===== config.mk =====
export PLATFORM = sky130hd
export DESIGN_NAME = thp_front
export DESIGN_NICKNAME = d
export VERILOG_FILES = /design/src/design/thp_pkg.sv /design/src/design/thp_front.sv
export SDC_FILE = /design/constraint.sdc
export NUM_CORES = 1
export LEC_CHECK = 0
export BUFFER_PORTS_ARGS = -buffer_cell sky130_fd_sc_hd__clkbuf_2
export CORE_MARGIN = 4
export CORE_UTILIZATION = 57
export CTS_CLUSTER_DIAMETER = 80
export DETAILED_ROUTE_END_ITERATION = 8
export GPL_TIMING_DRIVEN = 0
export PLACE_DENSITY = 0.79
export SYNTH_ARGS = -nofsm -noshare
export SYNTH_HDL_FRONTEND = slang
export SYNTH_SLANG_ARGS = --single-unit

===== constraint.sdc =====
create_clock -name clk -period 3.93 [get_ports clk]
set_clock_uncertainty 0.2 [all_clocks]
set_input_delay 0 -clock clk [delete_from_list [all_inputs] [get_ports clk]]
set_output_delay 0 -clock clk [all_outputs]
set_load 0.005 [all_outputs]

===== src/design/thp_pkg.sv =====
// ---------------------------------------------------------------------------
// thp_pkg : shared types, constants and helpers for sensor compensation
// Transfer types, calibration bundle, register indexes and the arithmetic
// shift and sign-extension helpers used across the datapath.
// ---------------------------------------------------------------------------
`default_nettype none

package thp_pkg;

    // Configuration register indexes
    localparam int unsigned CFG_INDEX_W = 3;
    localparam logic [CFG_INDEX_W-1:0] CFG_CAL_TEMP         = 3'd0;
    localparam logic [CFG_INDEX_W-1:0] CFG_CAL_PRESS_FIRST  = 3'd1;
    localparam logic [CFG_INDEX_W-1:0] CFG_CAL_PRESS_MIDDLE = 3'd2;
    localparam logic [CFG_INDEX_W-1:0] CFG_CAL_PRESS_LAST   = 3'd3;
    localparam logic [CFG_INDEX_W-1:0] CFG_CAL_HUM_FIRST    = 3'd4;
    localparam logic [CFG_INDEX_W-1:0] CFG_CAL_HUM_LAST     = 3'd5;
    localparam logic [CFG_INDEX_W-1:0] CFG_PRESS_PRECISION  = 3'd6;
    localparam int unsigned CFG_DATA_W = 48;

    // Queue between front and back (depth is a power of two)
    localparam int unsigned QUEUE_DEPTH = 4;
    localparam int unsigned QPTR_W      = $clog2(QUEUE_DEPTH);

    // One raw reading
    typedef struct packed {
        logic [19:0] raw_temperature;
        logic [19:0] raw_pressure;
        logic [15:0] raw_humidity;
    } sample_t;

    // One compensated result
    typedef struct packed {
        logic signed [23:0] temperature_centi;
        logic [31:0]        pressure_q24_8;
        logic [16:0]        humidity_q22_10;
        logic               pressure_divisor_zero;
    } result_t;

    // Calibration register bundle
    typedef struct packed {
        logic [47:0] cal_temp;
        logic [47:0] cal_press_first;
        logic [47:0] cal_press_middle;
        logic [47:0] cal_press_last;
        logic [31:0] cal_hum_first;
        logic [31:0] cal_hum_last;
        logic        pressure_precision;
    } cal_t;

    // Head of the queue as seen by the back end
    typedef struct packed {
        logic    valid;
        logic    wide_path;
        sample_t sample;
    } queue_head_t;

    // Queue entry: reading plus its pressure path class
    typedef struct packed {
        logic    wide_path;
        sample_t sample;
    } queue_entry_t;

    function automatic logic [63:0] sx16(input logic [15:0] v);
        sx16 = {{48{v[15]}}, v};
    endfunction

    function automatic logic [63:0] sx12(input logic [11:0] v);
        sx12 = {{52{v[11]}}, v};
    endfunction

    function automatic logic [63:0] sx8(input logic [7:0] v);
        sx8 = {{56{v[7]}}, v};
    endfunction

    function automatic logic [63:0] asr64(input logic [63:0] v, input int unsigned n);
        asr64 = $unsigned($signed(v) >>> n);
    endfunction

    function automatic logic [31:0] asr32(input logic [31:0] v, input int unsigned n);
        asr32 = $unsigned($signed(v) >>> n);
    endfunction

endpackage

`default_nettype wire


===== src/design/thp_front.sv =====
// ---------------------------------------------------------------------------
// thp_front : reading intake and queue
// Takes readings on the command port, tags each with its pressure path and
// holds them in a short queue until the back end is free.
// ---------------------------------------------------------------------------
`default_nettype none

module thp_front (
    input  wire logic                 clk,
    input  wire logic                 rst_n,
    input  wire logic                 start,
    output logic                      busy,
    input  wire thp_pkg::sample_t     sample,
    input  wire logic                 wide_path,
    input  wire logic                 pop,
    output thp_pkg::queue_head_t      head
);

    thp_pkg::queue_entry_t          q_mem [thp_pkg::QUEUE_DEPTH];
    logic [thp_pkg::QPTR_W-1:0]     wr_ptr_reg, wr_ptr_next;
    logic [thp_pkg::QPTR_W-1:0]     rd_ptr_reg, rd_ptr_next;
    logic [thp_pkg::QPTR_W:0]       count_reg, count_next;
    logic                           push;

    // Accept while there is room
    assign busy = (count_reg == (thp_pkg::QPTR_W+1)'(thp_pkg::QUEUE_DEPTH));
    assign push = start && !busy;

    // Present the oldest entry
    assign head.valid     = (count_reg != '0);
    assign head.wide_path = q_mem[rd_ptr_reg].wide_path;
    assign head.sample    = q_mem[rd_ptr_reg].sample;

    // Advance pointers and fill count
    always_comb
    begin
        wr_ptr_next = push ? wr_ptr_reg + 1'b1 : wr_ptr_reg;
        rd_ptr_next = pop ? rd_ptr_reg + 1'b1 : rd_ptr_reg;
        count_next  = count_reg;
        if (push && !pop)
        begin
            count_next = count_reg + 1'b1;
        end
        else if (pop && !push)
        begin
            count_next = count_reg - 1'b1;
        end
    end

    always_ff @(posedge clk or negedge rst_n)
    begin
        if (!rst_n)
        begin
            wr_ptr_reg <= '0;
            rd_ptr_reg <= '0;
            count_reg  <= '0;
        end
        else
        begin
            wr_ptr_reg <= wr_ptr_next;
            rd_ptr_reg <= rd_ptr_next;
            count_reg  <= count_next;
        end
    end

    // Store the transfer with its class
    always_ff @(posedge clk)
    begin
        if (push)
        begin
            q_mem[wr_ptr_reg].sample    <= sample;
            q_mem[wr_ptr_reg].wide_path <= wide_path;
        end
    end

    a_count_bound: assert property (@(posedge clk) disable iff (!rst_n)
        count_reg <= (thp_pkg::QPTR_W+1)'(thp_pkg::QUEUE_DEPTH))
        else $error("queue fill count exceeds depth");

    a_pop_drains: assert property (@(posedge clk) disable iff (!rst_n)
        (pop && !push) |=> count_reg == $past(count_reg) - 1'b1)
        else $error("pop without push did not drain the queue");

    a_pop_valid: assert property (@(posedge clk) disable iff (!rst_n)
        pop |-> head.valid)
        else $error("pop from an empty queue");

endmodule

`default_nettype wire


# == After elaboration in Yosys (flattened, before gate mapping) ==
# Memory sizes are Yosys's and may differ from the RTL's.
# Cells that the tools add are included.
# word_totals
input_bits,61
latchBits,0
mem_count,1
ramBits,228
mem_bits_ro,0
out_inout_bits,59
ff_bits,7
# memory_table
memory,depth,word_bits,rd,rd_clocked_by_memory_dff,write_ports,line_no,text
q_mem,4,57,1,0,1,thp_front.sv:19,thp_pkg::queue_entry_t q_mem [thp_pkg::QUEUE_DEPTH];
# op_classes
bitwise,0
n_mux,4
n_addsub,4
n_lt_le_gt_ge,0
n_eq_ne,1
n_div,0
reduce_logical,8
shifts,0
multipliers,0
# ops
cell,n
2-to-1 mux 3 bit,2
"adder 2 x 1 -> 2 bit, second input constant",2
"adder 3 x 1 -> 3 bit, second input constant",1
"== test 3 bit, second input constant",1
logical AND 1 bit,3
logical NOT 1 bit,3
nonzero test 3 bit,1
"subtractor 3 x 1 -> 3 bit, second input constant",1
2-to-1 mux 1 bit,2
nonzero test 2 bit,1

# == Depth between registers and ports, before layout ==
# logic_depth
word_depth,7
mapped_depth,9
ltp_nobuf,8

# == Worst setup path after synthesis ==
# Ideal clock, no wire load.
# synth_path
path_kind,reg2reg
from,register count_reg[2] (netlist name)
to,memory q_mem[0][0] (netlist name) (enable)
arrival_time_ps,2160
slack_ps,1149
path_buffers,1
stages_incl_launch_ff,5
t_required_ps,3309
cell_sequence,dfrtp_1 nor3b_2 nor2b_1 buf_2 and2_1
# synth_between
elab_chain_cells,5
# synth_rtl
element,line_no,text
start: declaration,thp_front.sv:22,"logic [thp_pkg::QPTR_W:0] count_reg, count_next;"
start signal: assignment,thp_front.sv:62,count_reg <= count_next;
== test 3 bit,thp_front.sv:26,assign busy = (count_reg == (thp_pkg::QPTR_W+1)'(thp_pkg::QUEUE_DEPTH));
via busy,thp_front.sv:12,"output logic busy,"
logical NOT 1 bit,thp_front.sv:27,assign push = start && !busy;
logical AND 1 bit,thp_front.sv:27,
via push,thp_front.sv:23,logic push;
2-to-1 mux 1 bit,thp_front.sv:69,if (push)
2-to-1 mux 1 bit (not written as such),thp_front.sv:71,q_mem[wr_ptr_reg].sample <= sample;
end: declaration,thp_front.sv:19,
# The timed path passes the listed nets, and every way through them passes these cells.

# == Final worst setup path ==
# layout_path
from,register count_reg[2] (netlist name)
to,register count_reg[2] (netlist name)
# layout_between
elab_chain_cells,6
elab_cells_between_ends,11
cone_classes,2 x add/sub; 1 x eq/ne; 2 x mux; 6 x reduce/logical
# layout_rtl
element,line_no,text
== test 3 bit (*),thp_front.sv:26,
logical NOT 1 bit (*),thp_front.sv:27,
logical AND 1 bit (*),thp_front.sv:27,
via push,thp_front.sv:23,
logical NOT 1 bit,thp_front.sv:44,else if (pop && !push)
logical AND 1 bit,thp_front.sv:44,
nonzero test 2 bit (no source line),n/a,
# The timed path passes the listed nets; every way through them passes the cells marked *. The select of a mux whose other input is x is not followed.
# A chain may end at the register's enable or synchronous reset.

==> metrics.log <==
[metrics] worst path cell trace: nor3b_2 -> nor2b_1 -> buf_2 -> ha_1 -> inv_1 -> fa_1 -> xor2_1 -> nor2_1 -> xor2_1
[metrics] Synth warnings: 0
[metrics] minimum period implied by the final worst setup slack: 2320 ps
[metrics] fraction of layout instances using a drive strength above 1: 0.407
[metrics] instance area after placement: 9480 sq um
[metrics] maximum number of pins on one net before global-route repair: 58
[metrics] final count of pins violating max slew: 0
[metrics] arrival time of the worst setup path: 2540 ps
[metrics] P per Cell Area: 717 nW/um^2
[metrics] remaining routing DRC violations: 0
[metrics] number of vias after detailed routing: 4155
[metrics] Logic pwr share: 0.282
[metrics] setup fix buffers added after clock tree synthesis: 0
[metrics] clock buffers created by TritonCTS: 23
[metrics] sequential cell fraction of total power: 0.447
[metrics] sequential cell area fraction in the yosys report: 0.812
[metrics] result of the run: complete, no violations
[metrics] portion of synthesized cell area occupied by the leading cell type: 0.792
[metrics] path length in cells of the critical path: 9
[metrics] Site Rows: 44
[metrics] number of cells on the worst reg-to-reg path: 9
[metrics] path category of the worst min-delay check: in -> reg
[metrics] Hold Path Cell Cnt: 2
[metrics] setup repair after global routing missed its margin: false
[metrics] post-detailed-route via-to-cell ratio: 5.64
[metrics] initial detailed-routing violation count: 243
[metrics] fraction of the cycle the final worst path needs: 0.591
[metrics] final net count: 605
[metrics] worst path bufs/invs: 2
[metrics] count of final setup violators: 0
[metrics] type of the setup path with the least slack: reg -> reg
[metrics] startpoint kind of the worst setup timing path: flop
[metrics] Seq cells post-synth: 235
[metrics] clock tree root buffer cell: sky130_fd_sc_hd__clkbuf_16
[metrics] flip-flop count of the largest register, all copies and words added: 228
[metrics] number of max-cap violations: 0
[metrics] number of sinks on the clock net: 235
[metrics] share of async-settable or async-resettable flops after synthesis: 0.0298
[metrics] area of the placeable core: 14700 sq um
[metrics] maximum vdd drop: 556 uV
[metrics] Clk pwr share: 0.271
[metrics] maximum fanout encountered on the critical timing path: 7
[metrics] required time of the worst setup path: 4150 ps
[metrics] Total Die Area: 17200 sq um
[metrics] most used cell along the critical path: sky130_fd_sc_hd__xor2_1
[metrics] remaining number of nets flagged by the antenna check after routing: 0
[metrics] clock transition time at the flip-flop clock pins of the worst setup and hold paths: 60 ps
[metrics] Pre-Repair DR Iteration Count: 4
[metrics] most common flop cell mapped by yosys: sky130_fd_sc_hd__edfxtp_1
[metrics] final-layout setup total negative slack: 0 ps
[metrics] CTS tree: yes
[metrics] critical path's top delay family: adder cells
[metrics] internal power: 5.68 mW
[metrics] number of synthesized flops with an enable pin: 228
[metrics] aggregate global routing overflow: 0
[metrics] Worst path max stage delay: 400 ps
[metrics] post-synthesis instance area: 8650 sq um
[metrics] Final Util: 0.736
[metrics] H-tree levels: 1
[metrics] initial antenna violation count: 0
[metrics] transition time at the pin with the least slew margin: 886 ps
[metrics] Power, Total: 7.76 mW
[metrics] initial cell density of the core: 0.588
[metrics] CP max stage cell: sky130_fd_sc_hd__dfrtp_1
[metrics] distinct cell type count after synthesis: 20
[metrics] Gate Count Post-Synth: 333
[metrics] final hold vios: 0
[metrics] final WL: 15900 um
[metrics] Highest Clock Rate: 0.431 GHz
[metrics] Port-buffer cells: 119
[metrics] Max-Slew Margin vs Limit: 0.409
[metrics] y dimension of the die: 131 um
[metrics] cell type with the largest total area after synthesis: sky130_fd_sc_hd__edfxtp_1
[metrics] weighted congestion at the end of routability-driven global placement: 0.720
[metrics] worst setup timing slack at the placement stage: 1610 ps
[metrics] LEAKAGE: 3.82 nW
[metrics] Die W: 131 um
[metrics] Crit. End Element: flop
[metrics] via count of the first global-routing pass: 4681
[metrics] post-synthesis net count: 400
[metrics] antenna diode count: 0
[metrics] most frequent cells after synthesis: 228 x sky130_fd_sc_hd__edfxtp_1, 57 x sky130_fd_sc_hd__mux4_2, 7 x sky130_fd_sc_hd__dfrtp_1, 5 x sky130_fd_sc_hd__ha_1
[metrics] aggregate global-route resource usage: 0.191
[metrics] global-route wire length before repair: 25900 um
[metrics] number of buffers on the longest clock path: 3
[metrics] placed wire-length estimate: 8850 um
[metrics] worst-skew pair later-pin latency: 490 ps
[metrics] switching part of the total power: 0.268
[metrics] boundary pin count: 120
[metrics] Setup WS post-layout: 1610 ps
[metrics] top post-synthesis cells by area: sky130_fd_sc_hd__edfxtp_1 79%, sky130_fd_sc_hd__mux4_2 15%, sky130_fd_sc_hd__dfrtp_1 2.0%, sky130_fd_sc_hd__ha_1 0.72%, sky130_fd_sc_hd__buf_12 0.46%
[metrics] most frequent cell after synthesis: sky130_fd_sc_hd__edfxtp_1
[metrics] post-route cell area: 10800 sq um
[metrics] net switching power figure: 2.08 mW
[metrics] Wirelength per Cell: 21.5 um
[metrics] Area growth, synth to finish: 25.1%
[metrics] Avg Synthesized Cell Area: 26.0 sq um
## power groups by stage
| stage | logic (mW) | registers [mW] | clock network [mW] |
|---|---|---|---|
| CTS | 2.24 | 3.46 | 2.15 |
| floorplan | 1.37 | 3.47 | 0 |
| detailed placement | 2.18 | 3.51 | 0 |
| global route | 2.38 | 3.50 | 2.27 |
| finish | 2.19 | 3.47 | 2.10 |
| global placement | 2.13 | 3.51 | 0 |
## layer usage
metal | vias up | global-route usage | wire [um]
li1 | 1832 | - | -
met1 | 2131 | 0.236 | 5920
met2 | 163 | 0.340 | 8510
met3 | 29 | 0.0497 | 1120
met4 | 0 | 0.0508 | 323
met5 | - | 0 | 0
## what timing repair did
item / in CTS / in global routing
hold endpoints to repair: 242 / 0
hold buffers: 61 / 0
resized for setup: 0 / 0
## worst paths after layout
check	startpoint	to	slack, ps
hold reg to reg	count_reg[2]	count_reg[2]	300
min in group asynchronous	rst_n	wr_ptr_reg[1]	280
setup reg to reg	count_reg[2]	count_reg[2]	1610
hold / removal	sample[50]	q_mem[1][50]	60
max in group asynchronous	rst_n	rd_ptr_reg[0]	3010
setup / recovery	count_reg[2]	count_reg[2]	1610
## layout by cell type, fill, tap and decap left out
cell / synthesis / layout
sky130_fd_sc_hd__and2_4: 0 / 4
sky130_fd_sc_hd__buf_1: 3 / 3
sky130_fd_sc_hd__buf_12: 2 / 2
sky130_fd_sc_hd__buf_2: 4 / 4
sky130_fd_sc_hd__buf_4: 4 / 4
sky130_fd_sc_hd__buf_6: 1 / 1
sky130_fd_sc_hd__bufinv_16: 0 / 3
sky130_fd_sc_hd__clkbuf_1: 0 / 2
sky130_fd_sc_hd__clkbuf_16: 0 / 23
sky130_fd_sc_hd__clkbuf_2: 0 / 119
sky130_fd_sc_hd__clkinv_1: 0 / 7
sky130_fd_sc_hd__clkinv_2: 0 / 4
sky130_fd_sc_hd__clkinvlp_4: 0 / 1
sky130_fd_sc_hd__dfrtp_1: 7 / 7
sky130_fd_sc_hd__dlygate4sd3_1: 0 / 61
sky130_fd_sc_hd__edfxtp_1: 228 / 228
sky130_fd_sc_hd__fa_1: 1 / 1
sky130_fd_sc_hd__ha_1: 5 / 5
sky130_fd_sc_hd__inv_1: 4 / 4
sky130_fd_sc_hd__mux2_2: 2 / 2
sky130_fd_sc_hd__mux4_2: 57 / 57
sky130_fd_sc_hd__nand2_1: 1 / 1
sky130_fd_sc_hd__nor2_1: 1 / 1
sky130_fd_sc_hd__nor2b_1: 1 / 1
sky130_fd_sc_hd__nor3b_2: 1 / 1
sky130_fd_sc_hd__or3_1: 1 / 1
sky130_fd_sc_hd__xnor2_1: 3 / 3
sky130_fd_sc_hd__xor2_1: 3 / 3
## cells by family (layout without fill, tap and decap cells)
logic type	after synthesis	after routing	share of synthesized area
muxes	59	59	0.151
buffers and inverters	18	238	0.0148
xor gates and xnor gates	6	6	0.00608
DFF	235	235	0.812
adders and majority gates	6	6	0.00955
and+or+nand+nor	9	9	0.00665
## area by class of cell
type | count | area [sq um]
fill | 824 | 3880
clock buffer | 25 | 583
tap | 184 | 230
inverter | 4 | 15.0
buffer | 14 | 113
timing repair buffer | 180 | 1210
clock inverter | 15 | 144
multi-input combinational | 80 | 1510
sequential | 235 | 7020
## worst reg2reg max path, delay by kind of cell, from the launching register on
| kind | cells | cell delay [ps] |
|---|---|---|
| AND/OR/NAND/NOR | 3 | 440 |
| adder cells (fa/ha/maj) | 2 | 590 |
| buffers and inverters | 2 | 280 |
| flip-flops | 1 | 400 |
| XOR/XNOR | 2 | 330 |
## stage by stage
stage          std cells  hold slack, ps
3_5_place_dp         636            -352
3_3_place_gp         636            -356
5_1_grt              737            53.8
2_1_floorplan        333            -496
4_1_cts              737            46.4
6_report             737            62.2
Note: power is estimated with default switching activity, not from simulation.
